==> src/hdl/hrl_pkg.sv <==
// Shared types and constants of the rainbow LED frame core.
// No dependencies; every other file in hdl/ except hrl_checker.sv uses this package.
package hrl_pkg;

	localparam int NUM_LEDS_DEF = 16;

	// Queue depths: the result queue also sets the number of issue credits.
	localparam int IN_DEPTH  = 2;
	localparam int IN_AW     = $clog2(IN_DEPTH);
	localparam int OUT_DEPTH = 16;
	localparam int OUT_AW    = $clog2(OUT_DEPTH);

	localparam int CFG_IDX_W  = 8;
	localparam int CFG_DATA_W = 16;

	localparam logic [CFG_IDX_W-1:0] REG_BRIGHTNESS  = 8'd0;
	localparam logic [CFG_IDX_W-1:0] REG_SATURATION  = 8'd1;
	localparam logic [CFG_IDX_W-1:0] REG_VALUE_LEVEL = 8'd2;

	localparam logic [9:0] BRIGHTNESS_RST  = 10'd256;
	localparam logic [7:0] SATURATION_RST  = 8'd255;
	localparam logic [7:0] VALUE_LEVEL_RST = 8'd255;

	// Hue sectors, named by the color span they cover
	localparam logic [2:0] SEC_RY = 3'd0;
	localparam logic [2:0] SEC_YG = 3'd1;
	localparam logic [2:0] SEC_GC = 3'd2;
	localparam logic [2:0] SEC_CB = 3'd3;
	localparam logic [2:0] SEC_BM = 3'd4;
	localparam logic [2:0] SEC_MR = 3'd5;

	typedef struct packed {
		logic [9:0] brightness;
		logic [7:0] saturation;
		logic [7:0] value_level;
	} cfg_t;

	typedef struct packed {
		logic        vld;
		logic [15:0] hue;
	} frame_req_t;

	typedef struct packed {
		logic [3:0] led_index;
		logic [7:0] red;
		logic [7:0] green;
		logic [7:0] blue;
		logic       last;
	} res_data_t;

	typedef struct packed {
		logic      vld;
		res_data_t data;
	} res_beat_t;

endpackage

==> src/hdl/hrl_in_queue.sv <==
// Front end: small queue of accepted hue phases waiting for the color pipeline.
// Depends on hrl_pkg.
module hrl_in_queue (
	input  logic                clk,
	input  logic                arst_n,
	input  logic                push,
	input  logic [15:0]         hue_phase,
	output logic                full,
	output hrl_pkg::frame_req_t req,
	input  logic                req_pop
);

	localparam int CW = $clog2(hrl_pkg::IN_DEPTH + 1);
	localparam logic [CW-1:0] DEPTH_C = CW'(hrl_pkg::IN_DEPTH);

	logic [15:0]                 mem_q [hrl_pkg::IN_DEPTH];
	logic [hrl_pkg::IN_AW-1:0]   wr_q;
	logic [hrl_pkg::IN_AW-1:0]   rd_q;
	logic [CW-1:0]               cnt_q;
	logic                        wr_en;
	logic                        rd_en;

	assign full    = (cnt_q == DEPTH_C);
	assign wr_en   = push && !full;
	assign rd_en   = req_pop && (cnt_q != '0);
	assign req.vld = (cnt_q != '0);
	assign req.hue = mem_q[rd_q];

	always_ff @(posedge clk) begin
		if (wr_en) begin
			mem_q[wr_q] <= hue_phase;
		end
	end

	always_ff @(posedge clk or negedge arst_n) begin
		if (!arst_n) begin
			wr_q  <= '0;
			rd_q  <= '0;
			cnt_q <= '0;
		end else begin
			if (wr_en) begin
				wr_q <= wr_q + 1'b1;
			end
			if (rd_en) begin
				rd_q <= rd_q + 1'b1;
			end
			if (wr_en && !rd_en) begin
				cnt_q <= cnt_q + 1'b1;
			end else if (rd_en && !wr_en) begin
				cnt_q <= cnt_q - 1'b1;
			end
		end
	end

endmodule

==> src/hdl/hrl_back.sv <==
// Back end: walks the LEDs of each frame and runs the eight-stage HSV-to-RGB
// and brightness pipeline. Depends on hrl_pkg.
module hrl_back #(
	parameter int NUM_LEDS = hrl_pkg::NUM_LEDS_DEF
) (
	input  logic                clk,
	input  logic                arst_n,
	input  hrl_pkg::frame_req_t req,
	output logic                req_pop,
	input  hrl_pkg::cfg_t       cfg,
	input  logic                res_pop,
	output hrl_pkg::res_beat_t  res
);

	localparam int LED_W = (NUM_LEDS > 1) ? $clog2(NUM_LEDS) : 1;
	localparam int RW    = $clog2(NUM_LEDS + 1) + 1;
	localparam int UW    = $clog2(hrl_pkg::OUT_DEPTH + 1);
	localparam logic [16:0]      STEP_Q   = 17'(65536 / NUM_LEDS);
	localparam logic [RW-1:0]    STEP_R   = RW'(65536 % NUM_LEDS);
	localparam logic [RW-1:0]    LEDS_N   = RW'(NUM_LEDS);
	localparam logic [LED_W-1:0] LED_LAST = LED_W'(NUM_LEDS - 1);
	localparam logic [UW-1:0]    CREDITS  = UW'(hrl_pkg::OUT_DEPTH);
	localparam logic [23:0]      FULL     = 24'd16711680;

	// x/255 for x up to 65025: reciprocal estimate, then one correction
	function automatic logic [7:0] div255_est(input logic [15:0] x);
		logic [23:0] m;
		m = {x, 8'b0} + {8'b0, x};
		return m[23:16];
	endfunction

	function automatic logic [7:0] div255_fix(input logic [15:0] x, input logic [7:0] e);
		logic [15:0] prod;
		logic [15:0] rem;
		prod = {e, 8'b0} - {8'b0, e};
		rem  = x - prod;
		return (rem >= 16'd255) ? e + 8'd1 : e;
	endfunction

	function automatic logic [7:0] scale(input logic [7:0] c, input logic [9:0] b);
		logic [17:0] m;
		m = {10'b0, c} * {8'b0, b};
		return (m[17:16] != 2'b0) ? 8'd255 : m[15:8];
	endfunction

	logic [LED_W-1:0] led_q;
	logic [15:0]      off_q;
	logic [RW-1:0]    rem_q;
	logic [UW-1:0]    used_q;
	logic             issue;
	logic             frame_end;
	logic [RW-1:0]    rem_sum;
	logic [LED_W+3:0] led_ext;

	assign issue     = req.vld && (used_q < CREDITS);
	assign frame_end = (led_q == LED_LAST);
	assign req_pop   = issue && frame_end;
	assign rem_sum   = rem_q + STEP_R;
	assign led_ext   = {4'b0, led_q};

	// LED sequencer: offset i*65536/N tracked as quotient and remainder
	always_ff @(posedge clk or negedge arst_n) begin
		if (!arst_n) begin
			led_q <= '0;
			off_q <= '0;
			rem_q <= '0;
		end else if (issue) begin
			if (frame_end) begin
				led_q <= '0;
				off_q <= '0;
				rem_q <= '0;
			end else begin
				led_q <= led_q + 1'b1;
				if (rem_sum >= LEDS_N) begin
					off_q <= off_q + STEP_Q[15:0] + 16'd1;
					rem_q <= rem_sum - LEDS_N;
				end else begin
					off_q <= off_q + STEP_Q[15:0];
					rem_q <= rem_sum;
				end
			end
		end
	end

	// Credits: issued beats not yet popped from the result queue
	always_ff @(posedge clk or negedge arst_n) begin
		if (!arst_n) begin
			used_q <= '0;
		end else if (issue && !res_pop) begin
			used_q <= used_q + 1'b1;
		end else if (res_pop && !issue) begin
			used_q <= used_q - 1'b1;
		end
	end

	logic [7:0] v_q;

	logic [15:0] h_s1;
	logic [2:0]  sec_s2, sec_s3, sec_s4, sec_s5, sec_s6;
	logic [15:0] f_s2;
	logic [23:0] fs_s3, gs_s3;
	logic [15:0] pn_s3;
	logic [15:0] xq_s4, xt_s4, xp_s4;
	logic [15:0] xq_s5, xt_s5, xp_s5;
	logic [7:0]  eq_s5, et_s5, ep_s5;
	logic [7:0]  q_s6, t_s6, p_s6;
	logic [7:0]  r_s7, g_s7, b_s7;
	logic [3:0]  idx_s1, idx_s2, idx_s3, idx_s4, idx_s5, idx_s6, idx_s7, idx_s8;
	logic [7:0]  last_q;
	logic [7:0]  r_s8, g_s8, b_s8;

	logic [18:0] h6;
	logic [16:0] gf;
	logic [23:0] fs, gs;
	logic [15:0] pn;
	logic [31:0] yq, yt;
	logic [7:0]  r_sel, g_sel, b_sel;

	assign h6 = {1'b0, h_s1, 2'b0} + {2'b0, h_s1, 1'b0};
	assign gf = 17'h10000 - {1'b0, f_s2};
	assign fs = {8'b0, f_s2} * {16'b0, cfg.saturation};
	assign gs = {7'b0, gf} * {16'b0, cfg.saturation};
	assign pn = {8'b0, cfg.value_level} * {8'b0, 8'd255 - cfg.saturation};
	assign yq = {24'b0, cfg.value_level} * {8'b0, FULL - fs_s3};
	assign yt = {24'b0, cfg.value_level} * {8'b0, FULL - gs_s3};

	always_comb begin
		unique case (sec_s6)
			hrl_pkg::SEC_RY: begin
				r_sel = cfg.value_level; g_sel = t_s6; b_sel = p_s6;
			end
			hrl_pkg::SEC_YG: begin
				r_sel = q_s6; g_sel = cfg.value_level; b_sel = p_s6;
			end
			hrl_pkg::SEC_GC: begin
				r_sel = p_s6; g_sel = cfg.value_level; b_sel = t_s6;
			end
			hrl_pkg::SEC_CB: begin
				r_sel = p_s6; g_sel = q_s6; b_sel = cfg.value_level;
			end
			hrl_pkg::SEC_BM: begin
				r_sel = t_s6; g_sel = p_s6; b_sel = cfg.value_level;
			end
			default: begin
				r_sel = cfg.value_level; g_sel = p_s6; b_sel = q_s6;
			end
		endcase
	end

	always_ff @(posedge clk or negedge arst_n) begin
		if (!arst_n) begin
			v_q <= '0;
		end else begin
			v_q <= {v_q[6:0], issue};
		end
	end

	always_ff @(posedge clk) begin
		h_s1    <= req.hue + off_q;
		idx_s1  <= led_ext[3:0];
		last_q  <= {last_q[6:0], frame_end};

		sec_s2 <= h6[18:16];
		f_s2   <= h6[15:0];
		idx_s2 <= idx_s1;

		fs_s3  <= fs;
		gs_s3  <= gs;
		pn_s3  <= pn;
		sec_s3 <= sec_s2;
		idx_s3 <= idx_s2;

		xq_s4  <= yq[31:16];
		xt_s4  <= yt[31:16];
		xp_s4  <= pn_s3;
		sec_s4 <= sec_s3;
		idx_s4 <= idx_s3;

		xq_s5  <= xq_s4;
		xt_s5  <= xt_s4;
		xp_s5  <= xp_s4;
		eq_s5  <= div255_est(xq_s4);
		et_s5  <= div255_est(xt_s4);
		ep_s5  <= div255_est(xp_s4);
		sec_s5 <= sec_s4;
		idx_s5 <= idx_s4;

		q_s6   <= div255_fix(xq_s5, eq_s5);
		t_s6   <= div255_fix(xt_s5, et_s5);
		p_s6   <= div255_fix(xp_s5, ep_s5);
		sec_s6 <= sec_s5;
		idx_s6 <= idx_s5;

		r_s7   <= r_sel;
		g_s7   <= g_sel;
		b_s7   <= b_sel;
		idx_s7 <= idx_s6;

		r_s8   <= scale(r_s7, cfg.brightness);
		g_s8   <= scale(g_s7, cfg.brightness);
		b_s8   <= scale(b_s7, cfg.brightness);
		idx_s8 <= idx_s7;
	end

	assign res.vld            = v_q[7];
	assign res.data.led_index = idx_s8;
	assign res.data.red       = r_s8;
	assign res.data.green     = g_s8;
	assign res.data.blue      = b_s8;
	assign res.data.last      = last_q[7];

endmodule

==> src/hdl/hrl_res_queue.sv <==
// Result queue between the color pipeline and the output ports.
// Depends on hrl_pkg; never overflows since the back end issues on credits.
module hrl_res_queue (
	input  logic               clk,
	input  logic               arst_n,
	input  hrl_pkg::res_beat_t res,
	input  logic               pop,
	output logic               empty,
	output hrl_pkg::res_data_t head
);

	localparam int CW = $clog2(hrl_pkg::OUT_DEPTH + 1);

	hrl_pkg::res_data_t          mem_q [hrl_pkg::OUT_DEPTH];
	logic [hrl_pkg::OUT_AW-1:0]  wr_q;
	logic [hrl_pkg::OUT_AW-1:0]  rd_q;
	logic [CW-1:0]               cnt_q;
	logic                        rd_en;

	assign empty = (cnt_q == '0);
	assign rd_en = pop && !empty;
	assign head  = mem_q[rd_q];

	always_ff @(posedge clk) begin
		if (res.vld) begin
			mem_q[wr_q] <= res.data;
		end
	end

	always_ff @(posedge clk or negedge arst_n) begin
		if (!arst_n) begin
			wr_q  <= '0;
			rd_q  <= '0;
			cnt_q <= '0;
		end else begin
			if (res.vld) begin
				wr_q <= wr_q + 1'b1;
			end
			if (rd_en) begin
				rd_q <= rd_q + 1'b1;
			end
			if (res.vld && !rd_en) begin
				cnt_q <= cnt_q + 1'b1;
			end else if (rd_en && !res.vld) begin
				cnt_q <= cnt_q - 1'b1;
			end
		end
	end

endmodule

==> src/hdl/hue_rainbow_led_frame_core.sv <==
// Path: input queue, color pipeline, result queue; a result shows when empty goes low.
// Throughput: one result per cycle while a hue waits and credits remain, set by the
// single color pipeline that handles one LED per cycle; frames follow back to back.
// Reset: arst_n clears all queues and sequencing at once and loads brightness 256,
// saturation 255 and value level 255.
module hue_rainbow_led_frame_core #(
	parameter int NUM_LEDS = hrl_pkg::NUM_LEDS_DEF
) (
	input  logic                           clk,
	input  logic                           arst_n,
	input  logic                           push,
	output logic                           full,
	input  logic [15:0]                    hue_phase,
	input  logic                           pop,
	output logic                           empty,
	output logic [3:0]                     led_index,
	output logic [7:0]                     red,
	output logic [7:0]                     green,
	output logic [7:0]                     blue,
	output logic                           last,
	input  logic                           cfg_valid,
	output logic                           cfg_ready,
	input  logic [hrl_pkg::CFG_IDX_W-1:0]  cfg_index,
	input  logic [hrl_pkg::CFG_DATA_W-1:0] cfg_data
);

	hrl_pkg::cfg_t       cfg_q;
	hrl_pkg::frame_req_t req;
	hrl_pkg::res_beat_t  res;
	hrl_pkg::res_data_t  head;
	logic                req_pop;
	logic                res_pop;

	assign cfg_ready = 1'b1;
	assign res_pop   = pop && !empty;

	always_ff @(posedge clk or negedge arst_n) begin
		if (!arst_n) begin
			cfg_q.brightness  <= hrl_pkg::BRIGHTNESS_RST;
			cfg_q.saturation  <= hrl_pkg::SATURATION_RST;
			cfg_q.value_level <= hrl_pkg::VALUE_LEVEL_RST;
		end else if (cfg_valid) begin
			unique case (cfg_index)
				hrl_pkg::REG_BRIGHTNESS:  cfg_q.brightness  <= cfg_data[9:0];
				hrl_pkg::REG_SATURATION:  cfg_q.saturation  <= cfg_data[7:0];
				hrl_pkg::REG_VALUE_LEVEL: cfg_q.value_level <= cfg_data[7:0];
				default: ; // drop writes to unknown registers
			endcase
		end
	end

	hrl_in_queue u_in_queue (
		.clk       (clk),
		.arst_n    (arst_n),
		.push      (push),
		.hue_phase (hue_phase),
		.full      (full),
		.req       (req),
		.req_pop   (req_pop)
	);

	hrl_back #(
		.NUM_LEDS (NUM_LEDS)
	) u_back (
		.clk     (clk),
		.arst_n  (arst_n),
		.req     (req),
		.req_pop (req_pop),
		.cfg     (cfg_q),
		.res_pop (res_pop),
		.res     (res)
	);

	hrl_res_queue u_res_queue (
		.clk    (clk),
		.arst_n (arst_n),
		.res    (res),
		.pop    (pop),
		.empty  (empty),
		.head   (head)
	);

	assign led_index = head.led_index;
	assign red       = head.red;
	assign green     = head.green;
	assign blue      = head.blue;
	assign last      = head.last;

endmodule

==> config.mk <==
export PLATFORM = sky130hd
export DESIGN_NAME = hue_rainbow_led_frame_core
export DESIGN_NICKNAME = d
export VERILOG_FILES = /design/src/hdl/hrl_pkg.sv /design/src/hdl/hrl_in_queue.sv /design/src/hdl/hrl_back.sv /design/src/hdl/hrl_res_queue.sv /design/src/hdl/hue_rainbow_led_frame_core.sv
export SDC_FILE = /design/constraint.sdc
export NUM_CORES = 2
export LEC_CHECK = 0
export ABC_AREA = 1
export BUFFER_PORTS_ARGS = -buffer_cell sky130_fd_sc_hd__buf_2
export CORE_UTILIZATION = 40
export CTS_CLUSTER_DIAMETER = 100
export DETAILED_ROUTE_END_ITERATION = 16
export GPL_TIMING_DRIVEN = 1
export REMOVE_ABC_BUFFERS = 1
export SYNTH_ARGS = -nofsm -noshare
export SYNTH_HDL_FRONTEND = slang
export SYNTH_SLANG_ARGS = --single-unit
==> constraint.sdc <==
create_clock -name clk -period 5.55 [get_ports clk]
set_clock_uncertainty 0.2 [all_clocks]
set_input_delay 0.555 -clock clk [delete_from_list [all_inputs] [get_ports clk]]
set_output_delay 0.555 -clock clk [all_outputs]
set_load 0.02 [all_outputs]
# --- Word level (Yosys, flattened, before mapping) ---
# Memories as Yosys holds them, arrays and structs flattened.
# Cells that the tools add are included.
word_totals:
  rom_bits: 0
  memories: 2
  latch_bits: 0
  ram_bits: 496
  output_inout_bits: 32
  register_bits: 425
op_classes:
  bitwise_logic: 0
  eq_ne: 8
  n_mux: 21
  n_shift: 0
  add_sub_neg: 32
  magnitude_cmp: 5
  div_mod_pow: 0
  n_mul: 8
  n_reduce_logical: 37
mem_list:
  columns: ["memory", "words", "width", "read_ports", "rd_ports_with_merged_regs", "write_ports", "line", "text"]
  rows:
  - ["u_res_queue.mem_q", 16, 29, 1, 0, 1, "hrl_res_queue.sv:14", "hrl_pkg::res_data_t mem_q [hrl_pkg::OUT_DEPTH];"]
  - ["u_in_queue.mem_q", 2, 16, 1, 0, 1, "hrl_in_queue.sv:16", "logic [15:0] mem_q [hrl_pkg::IN_DEPTH];"]
op_table:
  columns: ["operator", "count"]
  rows:
  - ["$add A24 B16 Y24", 3]
  - ["$pmux W8 S3", 3]
  - ["$mul A8 B24 Y32", 2]
  - ["$mul A8 B10 Y18", 3]
  - ["$ge A16 B8 Y1 const B", 3]
  - ["$sub A16 B16 Y16", 3]
  - ["$sub A16 B8 Y16", 3]
  - ["$sub A24 B24 Y24 const A", 2]
  - ["$mux W16", 2]
  - ["$add A8 B1 Y8 const B", 3]
  - ["$mul A16 B8 Y24", 1]
  - ["$mul A17 B8 Y24", 1]
  - ["$mux W8", 3]
  - ["$mux W5", 4]
  - ["$add A18 B17 Y19", 1]
  - ["$sub A17 B16 Y17 const A", 1]
  - ["$add A16 B1 Y16 const B", 1]
  - ["$add A16 B13 Y16 const B", 1]
  - ["$add A16 B16 Y16", 1]
  - ["$mul A8 B8 Y16", 1]
  - ["$reduce_bool A2 Y1", 8]
  - ["$add A4 B1 Y4 const B", 3]
  - ["$mux W6", 2]
  - ["$logic_and A1 B1 Y1", 11]
  - ["other kinds (25)", 45]

# --- Longest topological paths before layout ---
depth:
  depth_word: 7
  mapped_depth: 32

# --- By module ---
# Synthesis repeated with hierarchy kept, for this count alone.
unflattened:
  hier_cells: 8221
  hier_area_um2: 68379.3
modules_own_cells:
  columns: ["mod", "cells_each", "seq_area_each_um2", "n_inst", "area_each_um2"]
  rows:
  - ["hrl_back", 6057, 7662.3, 1, 45472.4]
  - ["hrl_res_queue", 1921, 14258.7, 1, 20194.4]
  - ["hrl_in_queue", 115, 1061.0, 1, 1534.0]
  - ["hue_rainbow_led_frame_core", 128, 671.9, 1, 1178.6]

# --- Worst setup path before layout ---
# Ideal clock, no wire load.
synth_path:
  path_kind: "flip-flop to flip-flop"
  startpoint: "register u_back.fs_s3[1]"
  endpoint: "register u_back.xq_s4[15]"
  required_ns: 5.237
  setup_slack_ns: 0.202
  stages_incl_launch_ff: 30
  t_arrival_ns: 5.035
  synth_period_minus_slack_ns: 5.348
  setup_time_ns: 0.113
  path_buffers: 1
  cell_sequence: "dfxtp_1 buf_6 inv_2 ha_1 nand2_1 nor2_2 inv_2 nor2_2 nand2_2 nor3_4 nand2_1 nor2_2 xor2_2 nor2_1 fa_1 inv_1 fa_1 fa_1 fa_1 inv_1 ha_1 nand2_1 nor2_1 inv_1 nor2_1 nand4_1 nand3_1 nand3_1 nand4_1 nand2_1"
synth_via:
  elab_chain_cells: 2
synth_rtl:
  columns: ["element", "line", "text"]
  rows:
  - ["start, declared", "hrl_back.sv:101", "logic [23:0] fs_s3, gs_s3;"]
  - ["start signal, assigned", "hrl_back.sv:167", "fs_s3 <= fs;"]
  - ["$sub A24 B24 Y24", "hrl_back.sv:124", "assign yq = {24'b0, cfg.value_level} * {8'b0, FULL - fs_s3};"]
  - ["$mul A8 B24 Y32", "hrl_back.sv:124", null]
  - ["named net u_back.yq[31]", "hrl_back.sv:116", "logic [31:0] yq, yt;"]
  - ["end signal, assigned", "hrl_back.sv:173", "xq_s4 <= yq[31:16];"]
  - ["end, declared", "hrl_back.sv:103", "logic [15:0] xq_s4, xt_s4, xp_s4;"]
# The timed path passes the listed nets, and every way through them passes these cells.
# A chain may end at the register's enable or synchronous reset.

==> results <==
- The clock transition time at the flip-flop clock pins of the worst setup and hold paths is about 0.06 ns.
- Across the run, the number of max-cap violations was 0.
- The number of I/O port buffers is just under 70.
- In this run the standard cell core region covers 165400 sq um.
- VDD sags by at most about 0.00042 V.
- For this design the top-level I/O count stands at between 70 and 80.
- The initial antenna violation count is 0.
- The clock passes through at most 3 buffers.
- Power comes to 31.66 mW.
- A synthesized cell averages roughly 8.9 sq um.
- Global routing used 34.76% of the available met2 tracks.
- STA classifies the critical path endpoint as a flop.
- The highest clock frequency the design can meet is about 0.18 GHz.
- The via count of the first global-routing pass is approximately 51000.
- The number of antenna diodes in the final layout is 0.
- Summing all flip-flop and latch instances after layout gives between 20000 and 25000 sq um.
- The final period demand of the worst path is between 5 and 6 ns.
- The most frequent standard cell in the layout excluding fill and tap cells is nand2_1.
- After synthesis, the netlist uses about 70 different library cells.
- Along the worst path, the maximum fanout reaches 6.
- The number of standard cells after synthesis is ~7500.
- In this run the cell area of the synthesized design comes to ~67000 sq um.
- The yosys synthesis warning count is 0.
- The first detailed-routing pass took 13 iterations.
- The worst setup path is launched from a flop.
- At the end of the flow, the number of nets in the layout was just under 9000.
- Counting the fill cells in the layout gives ~16000.
- In the routed design, unresolved DRC markers number 3.
- The type of the tightest min-delay check is in2reg.
- The area added between synthesis and finish is 13.81%.
- The effective utilization at floorplan is 40.38%.
- The total congestion overflow after global routing is 0.
- The worst path arrival time is 5.88 ns.
- The data required time of the worst path is between 5 and 6 ns.
- The number of endpoints with negative hold slack in the final report came to 0.
- The flow ran to the end, but the final reports show violations.
- By startpoint and endpoint, the worst setup path is classified as reg2reg.
- The detail route stage leaves a number of antenna-violating nets equal to 0.
- The CTS tree is yes.
- The global-route layer with the greatest usage is met2.
- In the final routed layout, each cell accounts on average for around 17 um.
- The die outline area is 168600 sq um.
- The initial DRC count is roughly 3100.
- The final number of max-transition violations is 0.
- The total number of H-tree levels is 3.
- Summing the sequential cell areas from Yosys gives between 30% and 40% of the chip area.
- The count of vias placed by the detailed router is 49630.
- For the worst-skew pair, the clock arrives at the later sink with an insertion delay of between 0.7 and 0.8 ns.
- Summed over all nets, the half-perimeter wirelength after detailed placement is approximately 120000 um.
- The most used flip-flop cell after synthesis is edfxtp_1.
- The number of placed instances, taps included is 9714.
- The final-report setup violation count is 0.
- The final period utilization is a little over nine tenths.
- The share of synthesized registers carrying an async set or reset is ~8.5%.
- The wire length of the first global-routing pass is roughly 270000 um.
- The checks that failed: DRC.
- Setup repair after global routing could not meet its margin everywhere.
- The clock drives 913 sinks.
- The worst pin sits at a relative slew slack of between 30% and 40%.
- The total global routing track utilization is 19.87%.
- Entering global routing, the biggest net connects roughly 160 pins.
- The clock tree root buffer cell is clkbuf_16.
- The synthesized design contains a little over 900 register bits.
- Routability-driven placement finished with a final weighted congestion of slightly above 0.9.
- Excluding fillers, the count of instances in the completed layout stands at between 9000 and 10000.
- For met3 alone, demand over resource in global routing was 2.301%.
- For the pin with the worst max-slew slack, the measured transition is between 1 and 1.5 ns.
- In the layout the commonest cells are nand2_1, inv_1, nor2_1, fa_1, edfxtp_1.
- Across all hold checks on the routed design, the worst slack comes to 0.05461 ns.
- The post-route netlist has 11.04% of its cells at a drive strength greater than 1.
- The height of the chip is ~410 um.
- TritonCTS created 97 clock buffers.
- The power per cell area is 416.6 nW/um^2.
- The post-layout utilization of the core is approximately 46%.
- The final layout contains routed wiring with a total length of about 170000 um.
- The detail-routed via count per cell is between 4 and 5.
- In this run the core area contains 149 standard-cell rows.
- The analysis attributes to cell leakage a power of 36.38 nW.
- Global routing consumed, on the met1 layer, approximately a quarter of the routing resources.
- Counting flops with a built-in enable in the synthesized netlist gives 496.
- The die width is roughly 410 um.
- The area of the multi-input gates is between 30000 and 40000 sq um.
==> through the flow <==
step | cell area [sq um] | worst slack [ns] | TNS [ns]
2_1_floorplan | 65780 | -3.553 | -105.66
3_3_place_gp | 70730 | -0.1263 | -0.4012
3_5_place_dp | 70730 | -0.1952 | -1.923
4_1_cts | 74240 | 0.01496 | 0
5_1_grt | 75990 | -0.2366 | -2.048
6_report | 75990 | 0.05816 | 0
==> layer usage <==
layer | vias up | share of wire (%)
met2 | 1098 | 49
met5 | - | 0
li1 | 24260 | -
met3 | 268 | 4.1
met1 | 24010 | 43
met4 | 0 | 3.5
==> registers in the layout, summed over array words and instances (netlist names), 15 cells and up <==
| register | count |
|---|---|
| cfg_q | 26 |
| u_back.f_s2 | 15 |
| u_back.fs_s3 | 23 |
| u_back.gs_s3 | 22 |
| u_back.h_s1 | 16 |
| u_back.off_q | 16 |
| u_back.pn_s3 | 16 |
| u_back.xp_s4 | 16 |
| u_back.xp_s5 | 16 |
| u_back.xq_s4 | 16 |
| u_back.xq_s5 | 16 |
| u_back.xt_s4 | 16 |
| u_back.xt_s5 | 16 |
| u_in_queue.mem_q | 32 |
| u_res_queue.mem_q | 464 |
==> cell families (layout without fill, tap and decap cells) <==
kind of cell	after synthesis	in the layout	share of synthesized area [%]
muxes	89	89	1.334
xor gates and xnor gates	204	204	2.760
and+or+nand+nor	2842	2842	17.59
adders and majority gates	1079	1079	26.87
DFF	913	913	35.43
AOI/OAI and AO/OA	790	790	7.102
other	1	1	0.005616
buffers and inverters	1565	1854	8.908
==> critical path: stages, from the launching register on <==
cell,delay [ns]
dfxtp_2,0.33
clkinv_4,0.08
buf_6,0.10
buf_4,0.09
buf_4,0.11
nand3_4,0.08
nor2_4,0.13
nand2_2,0.07
nor2_4,0.18
nand3_4,0.13
nor2_4,0.18
nand2_4,0.09
nand2_4,0.10
xor2_4,0.28
nor2_2,0.08
fa_1,0.50
fa_1,0.44
fa_1,0.53
inv_2,0.04
fa_1,0.51
inv_2,0.06
ha_4,0.32
nand4_1,0.18
nor4_4,0.35
nand3_2,0.12
nand3b_1,0.10
nand2_1,0.06
==> cell type report <==
class / instances / share of cell area, %
Inverter: 1321 / 6.535
Tap cell: 2189 / 3.604
Multi-Input combinational cell: 5005 / 50.90
Clock inverter: 35 / 0.6059
Clock buffer: 146 / 3.690
Sequential cell: 913 / 31.15
Timing Repair Buffer: 352 / 3.515
==> cells in the mapped netlist (16+ instances only) <==
cell,instances,area share [%]
xnor2_1,63,0.83
inv_1,1306,7.3
o221ai_1,91,1.2
a31oi_1,16,0.15
nand4_1,61,0.57
dfxtp_1,339,10
nor2_2,16,0.15
nand3_1,263,2.0
nor3_1,58,0.43
nand3b_1,24,0.27
fa_1,592,18
a21oi_1,240,1.8
mux2i_1,89,1.3
edfxtp_1,496,22
buf_2,28,0.21
ha_1,487,9.1
nand2_1,1515,8.5
a21o_1,23,0.26
o21ai_0,279,2.1
nand2_2,16,0.15
clkbuf_1,192,1.1
o211ai_1,26,0.29
dfstp_2,17,0.67
o32ai_1,19,0.25
dfrtp_1,61,2.3
xor2_1,135,1.8
nor2_1,824,4.6
==> power breakdown <==
group,leakage [nW],switching (mW),internal [mW],total [mW]
registers,8.29,1.26,8.67,9.93
logic,26.5,9.67,5.59,15.3
clock network,1.57,2.78,3.68,6.47
==> timing repair <==
item | in CTS | in global routing
setup endpoints to repair | 15 | 46
resized for setup | 6 | 361
pin swaps | 0 | 152
endpoints found under the hold margin | 65 | 1
buffers inserted | 3 | 43
hold buffers | 19 | 1
==> final timing paths <==
check | cells after the start | endpoint | from | slack (ns)
worst max-delay path | 26 | u_back.xt_s4[15] | u_back.fs_s3[1] | 0.06
worst min-delay path | 3 | cfg_q[25] | cfg_valid | 0.05
worst max register to register | 26 | u_back.xt_s4[15] | u_back.fs_s3[1] | 0.06
worst min register to register | 0 | u_back.xp_s4[8] | u_back.pn_s3[8] | 0.09
max in group asynchronous | 3 | cfg_q[19] | arst_n | 3.82
min in group asynchronous | 2 | u_in_queue.cnt_q[1] | arst_n | 0.13
(Power assumes the default switching activity.)
